[src/hw/rtl/mha_pkg.sv]
`timescale 1ns / 1ps
`default_nettype none
package mha_pkg;

	localparam int DEF_HEAD_DIM      = 64;
	localparam int DEF_MAX_POSITIONS = 256;
	localparam int DEF_CACHE_WORDS   = 65536;
	localparam int DEF_MAX_HEADS     = 16;

	localparam logic [1:0] REG_NUM_HEADS = 2'd0;
	localparam logic [1:0] REG_KV_GROUP  = 2'd1;
	localparam logic [1:0] REG_KV_STRIDE = 2'd2;

	localparam logic [63:0] EXP_STEP_Q32 = 64'd4034748382;

	typedef enum logic [1:0] {
		FUNC_KEY = 2'd0,
		FUNC_VAL = 2'd1,
		FUNC_QRY = 2'd2,
		FUNC_RUN = 2'd3
	} func_t;

	typedef enum logic [4:0] {
		ST_IDLE,
		ST_KVH,
		ST_BASE,
		ST_SC_INIT,
		ST_SC_ISSUE,
		ST_SC_WAIT,
		ST_SC_MUL,
		ST_SC_WR,
		ST_EX_A,
		ST_EX_B,
		ST_EX_C,
		ST_NM_A,
		ST_NM_B,
		ST_NM_WAIT,
		ST_NM_WR,
		ST_VL_INIT,
		ST_VL_ISSUE,
		ST_VL_WAIT,
		ST_VL_OUT
	} state_t;

	typedef struct packed {
		logic wr_key;
		logic wr_val;
		logic wr_qry;
		logic load;
		logic kvh_step;
		logic base_set;
		logic row_init;
		logic row_next;
		logic mac_issue;
		logic mac_first;
		logic mac_last;
		logic mac_val;
		logic sc_mul;
		logic sc_wr;
		logic ex_b;
		logic ex_c;
		logic nm_start;
		logic nm_wr;
		logic emit;
	} dp_cmd_t;

	typedef struct packed {
		logic run_ok;
		logic kvh_done;
		logic mac_done;
		logic div_done;
	} dp_sts_t;

	typedef logic [16:0] exp_tab_t [257];

	function automatic logic [63:0] isqrt64(input logic [63:0] n_in);
		logic [63:0] n;
		logic [63:0] r;
		logic [63:0] b;
		n = n_in;
		r = '0;
		b = 64'd1 << 62;
		for (int j = 0; j < 32; j++) begin
			if (b > n) b = b >> 2;
		end
		for (int j = 0; j < 32; j++) begin
			if (b != 0) begin
				if (n >= r + b) begin
					n = n - (r + b);
					r = (r >> 1) + b;
				end else begin
					r = r >> 1;
				end
				b = b >> 2;
			end
		end
		return r;
	endfunction

	// exp(-k/16) in Q1.16, k = 0..256
	function automatic exp_tab_t build_exp_tab();
		exp_tab_t tab;
		logic [63:0] u;
		u = 64'd1 << 32;
		for (int k = 0; k < 257; k++) begin
			tab[k] = 17'((u + 64'd32768) >> 16);
			u = (u * EXP_STEP_Q32 + (64'd1 << 31)) >> 32;
		end
		return tab;
	endfunction

endpackage
`default_nettype wire

[src/hw/rtl/mha_ctrl.sv]
`timescale 1ns / 1ps
`default_nettype none
module mha_ctrl import mha_pkg::*; #(
	parameter int HEAD_DIM      = DEF_HEAD_DIM,
	parameter int MAX_POSITIONS = DEF_MAX_POSITIONS,
	localparam int IW = (HEAD_DIM > 1) ? $clog2(HEAD_DIM) : 1,
	localparam int TW = (MAX_POSITIONS > 1) ? $clog2(MAX_POSITIONS) : 1
) (
	input  wire logic          clk,
	input  wire logic          arst_n,
	input  wire logic          start,
	input  wire logic [1:0]    func,
	input  wire logic [7:0]    pos,
	input  wire dp_sts_t       sts,
	output logic               busy,
	output dp_cmd_t            cmd,
	output logic [IW-1:0]      idx_i,
	output logic [TW-1:0]      idx_t
);
	state_t        state_q, state_d;
	logic [IW-1:0] i_q, i_d;
	logic [TW-1:0] t_q, t_d;
	logic [TW-1:0] last_t_q, last_t_d;
	logic          i_end;
	logic          t_end;

	assign i_end = i_q == IW'(HEAD_DIM - 1);
	assign t_end = t_q == last_t_q;

	always_ff @(posedge clk or negedge arst_n) begin
		if (!arst_n) begin
			state_q  <= ST_IDLE;
			i_q      <= '0;
			t_q      <= '0;
			last_t_q <= '0;
		end else begin
			state_q  <= state_d;
			i_q      <= i_d;
			t_q      <= t_d;
			last_t_q <= last_t_d;
		end
	end

	always_comb begin
		state_d  = state_q;
		i_d      = i_q;
		t_d      = t_q;
		last_t_d = last_t_q;
		cmd      = '0;
		case (state_q)
			ST_IDLE: begin
				if (start) begin
					case (func)
						FUNC_KEY: cmd.wr_key = 1'b1;
						FUNC_VAL: cmd.wr_val = 1'b1;
						FUNC_QRY: cmd.wr_qry = 1'b1;
						FUNC_RUN: begin
							if (sts.run_ok) begin
								cmd.load = 1'b1;
								last_t_d = (int'(pos) >= MAX_POSITIONS - 1) ?
									TW'(MAX_POSITIONS - 1) : TW'(pos);
								state_d  = ST_KVH;
							end
						end
						default: ;
					endcase
				end
			end
			ST_KVH: begin
				if (sts.kvh_done) state_d = ST_BASE;
				else cmd.kvh_step = 1'b1;
			end
			ST_BASE: begin
				cmd.base_set = 1'b1;
				t_d          = '0;
				state_d      = ST_SC_INIT;
			end
			ST_SC_INIT: begin
				cmd.row_init = 1'b1;
				i_d          = '0;
				state_d      = ST_SC_ISSUE;
			end
			ST_SC_ISSUE: begin
				cmd.mac_issue = 1'b1;
				cmd.mac_first = i_q == '0;
				cmd.mac_last  = i_end;
				i_d           = i_q + 1'b1;
				if (i_end) state_d = ST_SC_WAIT;
			end
			ST_SC_WAIT: begin
				if (sts.mac_done) state_d = ST_SC_MUL;
			end
			ST_SC_MUL: begin
				cmd.sc_mul = 1'b1;
				state_d    = ST_SC_WR;
			end
			ST_SC_WR: begin
				cmd.sc_wr    = 1'b1;
				cmd.row_next = 1'b1;
				i_d          = '0;
				if (t_end) begin
					t_d     = '0;
					state_d = ST_EX_A;
				end else begin
					t_d     = t_q + 1'b1;
					state_d = ST_SC_ISSUE;
				end
			end
			ST_EX_A: state_d = ST_EX_B;
			ST_EX_B: begin
				cmd.ex_b = 1'b1;
				state_d  = ST_EX_C;
			end
			ST_EX_C: begin
				cmd.ex_c = 1'b1;
				if (t_end) begin
					t_d     = '0;
					state_d = ST_NM_A;
				end else begin
					t_d     = t_q + 1'b1;
					state_d = ST_EX_A;
				end
			end
			ST_NM_A: state_d = ST_NM_B;
			ST_NM_B: begin
				cmd.nm_start = 1'b1;
				state_d      = ST_NM_WAIT;
			end
			ST_NM_WAIT: begin
				if (sts.div_done) state_d = ST_NM_WR;
			end
			ST_NM_WR: begin
				cmd.nm_wr = 1'b1;
				if (t_end) begin
					i_d     = '0;
					state_d = ST_VL_INIT;
				end else begin
					t_d     = t_q + 1'b1;
					state_d = ST_NM_A;
				end
			end
			ST_VL_INIT: begin
				cmd.row_init = 1'b1;
				t_d          = '0;
				state_d      = ST_VL_ISSUE;
			end
			ST_VL_ISSUE: begin
				cmd.mac_issue = 1'b1;
				cmd.mac_val   = 1'b1;
				cmd.mac_first = t_q == '0;
				cmd.mac_last  = t_end;
				cmd.row_next  = 1'b1;
				t_d           = t_q + 1'b1;
				if (t_end) state_d = ST_VL_WAIT;
			end
			ST_VL_WAIT: begin
				if (sts.mac_done) state_d = ST_VL_OUT;
			end
			ST_VL_OUT: begin
				cmd.emit = 1'b1;
				if (i_end) begin
					state_d = ST_IDLE;
				end else begin
					i_d     = i_q + 1'b1;
					state_d = ST_VL_INIT;
				end
			end
			default: state_d = ST_IDLE;
		endcase
	end

	assign busy  = state_q != ST_IDLE;
	assign idx_i = i_q;
	assign idx_t = t_q;
endmodule
`default_nettype wire

[config.mk]
export PLATFORM = sky130hd
export DESIGN_NAME = mha_ctrl
export DESIGN_NICKNAME = d
export VERILOG_FILES = /design/src/hw/rtl/mha_pkg.sv /design/src/hw/rtl/mha_ctrl.sv
export SDC_FILE = /design/constraint.sdc
export NUM_CORES = 1
export LEC_CHECK = 0
export BUFFER_PORTS_ARGS = -buffer_cell sky130_fd_sc_hd__buf_4
export CORE_ASPECT_RATIO = 0.5
export CORE_MARGIN = 1
export CORE_UTILIZATION = 54
export DETAILED_ROUTE_END_ITERATION = 6
export PLACE_DENSITY = 0.81
export SYNTH_ARGS = -nofsm -noshare
export SYNTH_HDL_FRONTEND = slang
export SYNTH_SLANG_ARGS = --single-unit
[constraint.sdc]
create_clock -name clk -period 2.8 [get_ports clk]
set_clock_uncertainty 0.2 [all_clocks]
set_input_delay 0.84 -clock clk [delete_from_list [all_inputs] [get_ports clk]]
set_output_delay 0.84 -clock clk [all_outputs]
set_load 0.05 [all_outputs]
==> metrics <==
status=finished with violations; violated checks=negative setup slack; WL final=5.99 mm; initial antenna violation count=0; Die W=90.4 um; Pins Over Slew Limit=0; placed cell count=~350; Worst setup SP type=register; Port Buffer Count=50; gr usage total=0.304; FFs w/ async S/R, synth=1.00; largest net degree at the start of global routing=28; final worst slack=-0.0860 ns; post-synth cell types=63; Fmax=around 0.35 GHz; Setup CP Type=reg2out; Crit path max-delay family=simple AND/OR/NAND/NOR gates; Syn Inst Count=248; DP Wirelength=4.47 mm; cts bufs inserted=3; most frequent cells in the layout=buf_4 (75), nand2_1 (20), dfrtp_2 (14); worst r2r src=idx_i[0]$_DFFE_PN0P_; largest family of logic cells by synthesized area=simple AND/OR/NAND/NOR gates; clock buffer depth=2; cell taking the most area after synthesis=dfrtp_1; reg-to-reg slack, setup=0.36 ns; DRC=0; clock-pin slew on the worst setup and hold paths=approximately 0.10 ns; HP Class=in2async; Mean Syn Cell Area=~8.5 sq um; GP Congestion=0.859; Final Non-Filler Cells=365; fin crit period=between 2 and 3 ns; Clock Latency Late Sink=0.28 ns; first-pass GRT wire length=9.80 mm; end of the worst register-to-register path=idx_i[1]$_DFFE_PN0P_; CTS tree=done; Synth Area in Compound Gates=0.248; DR pass1 iterations=5; Bufs and invs on worst path=1; Crit. End Element=primary output; htree depth=1; Yosys warning count=0; adder-cell share of the synthesized area=0.0237; slew margin rel.=0.681; final hold vios=0; Critical Path Max Stage Delay=0.55 ns; grt peak-use layer=met2; io pins=51; top_reg_cell synth=dfrtp_1; placeable core area=3580 sq um; peak supply drop=0.691 mV; post-synth net total=269; worst-path maximum fanout=2; Power Total=2.91 mW; first-iteration detailed-routing DRC count=about 260; period utilisation layout=1.03; met2 Track Usage GR=0.540; GRT met1 Usage=0.398; Vias=approximately 2200; Leak=1.21 nW; post-cts hold buffer count=0; Synth-to-Final Area Change=36.6%; pwr/cell area=1010 nW/um^2; number of nets in the layout=between 300 and 400; cell row count=15; Post-synth EDFFs=0; synthesis-stage register bit count=27; root buf cell=clkbuf_8; synthesized-area fraction occupied by xor and xnor cells=0.0332; Vias/cell=6.11; die area=4180 sq um; most common library cell in the layout ignoring fill and taps=buf_4; Avg WL per Cell=16.4 um; max_cap viols=0; Starting Density=0.589; sequential fraction of design power=0.260; antenna cells=0; Clock Power Share=0.082; share of layout cells above drive strength 1=0.417; Worst R2R Path Depth=7; total grt overflow=0; Crit. Startpoint=idx_i[2]$_DFFE_PN0P_; mux contribution to synthesized area=0.0528; Arrival @ worst endpoint=about 1.9 ns; grt met3 use=0.0545; Comb power frac=0.659; top cells by area, synth=dfrtp_1 (32%), mux2_2 (4.8%), nand2_1 (3.6%), xor2_1 (3.3%), a21oi_1 (2.8%); Final Util=0.804; Cell Int Power=1.39 mW; vias in the first global route=2101; Finish-stage setup viols=2; Cell Area, Synth=2110 sq um; Switching Share=0.520; Worst Path Required=between 1.5 and 2 ns; post-synthesis simple-gate area fraction=0.268; RSZ-0062 raised after global routing=yes; worst-margin pin slew=0.477 ns; DIE HEIGHT=46.2 um; clock sinks=27; post-detailed-route count of antenna-violating nets=0; register area share after synthesis=0.320; cell with the largest stage delay on the worst path=or4b_4; net switching power=1.51 mW; share of the synthesized area in the top cell type=0.320; critical path cell sequence=or4b_4, nor4b_4, a31oi_2, nor2_4, buf_8
==> Yosys cell counts (all sizes together), types with 4 or more instances <==
master	n
a21oi	12
a32oi	4
and2	4
buf	8
clkbuf	9
dfrtp	27
ha	4
inv	9
mux2	9
nand2	20
nand2b	8
nand3	8
nor2	16
nor2b	4
nor3	9
nor3b	4
nor4	6
o211ai	4
o21ai	13
o22ai	4
o31ai	7
or3	4
xor2	8
==> flip-flops by register name, indices dropped and copies added (netlist names) <==
register,flops
state_q,5
idx_t,8
last_t_q,8
idx_i,6
==> kinds of logic after synthesis <==
family | Yosys count
XOR/XNOR | 8
AO/OA/AOI/OAI | 74
flip-flops | 27
adder cells (fa/ha/maj) | 4
AND/OR/NAND/NOR | 99
buffers and inverters | 26
multiplexers | 10
==> power by group through the flow <==
stage               Sequential (mW)  Combinational (mW)  Clock, mW
floorplan                     0.907                1.14          0
global placement              0.755                1.74          0
detailed placement            0.763                1.79          0
CTS                           0.751                1.84      0.240
global route                  0.779                2.06      0.256
finish                        0.754                1.91      0.237
==> what timing repair did <==
action	in CTS	in global routing
endpoints found under the setup margin	5	10
buffers inserted	4	6
pin swaps	4	3
gates resized for setup	9	6
==> through the flow <==
| stage | hold WS (ns) | cell area (sq um) | setup WS [ns] | TNS, ns |
|---|---|---|---|---|
| 6_report | 0.260 | 2880 | -0.0860 | -0.151 |
| 4_1_cts | 0.275 | 2820 | -0.0996 | -0.188 |
| 5_1_grt | 0.285 | 2880 | -0.174 | -0.342 |
| 3_3_place_gp | 0.315 | 2700 | 0.127 | 0 |
| 3_5_place_dp | 0.318 | 2700 | 0.101 | 0 |
| 2_1_floorplan | 0.301 | 2200 | -0.357 | -1.11 |
==> worst max path at each step <==
stage / to / cells past startpoint
floorplan: cmd[17] / 2
finish: cmd[9] / 5
global placement: cmd[9] / 5
detailed placement: cmd[9] / 5
global route: cmd[9] / 5
CTS: cmd[9] / 5
==> area by class of cell <==
class | count | area [sq um]
clock buffers | 3 | 41.3
clock inverters | 1 | 7.51
fillers | 250 | 702
inverters | 9 | 33.8
multi-input cells | 195 | 1430
flip-flops and latches | 27 | 693
well taps | 51 | 63.8
repair buffers | 79 | 616
==> metal layers <==
metal / up-vias / part of all wire
met4: 0 / 0.0095
met2: 83 / 0.48
met1: 1080 / 0.44
met3: 8 / 0.069
met5: - / 0
li1: 1058 / -
Note: power is estimated with default switching activity, not from simulation.
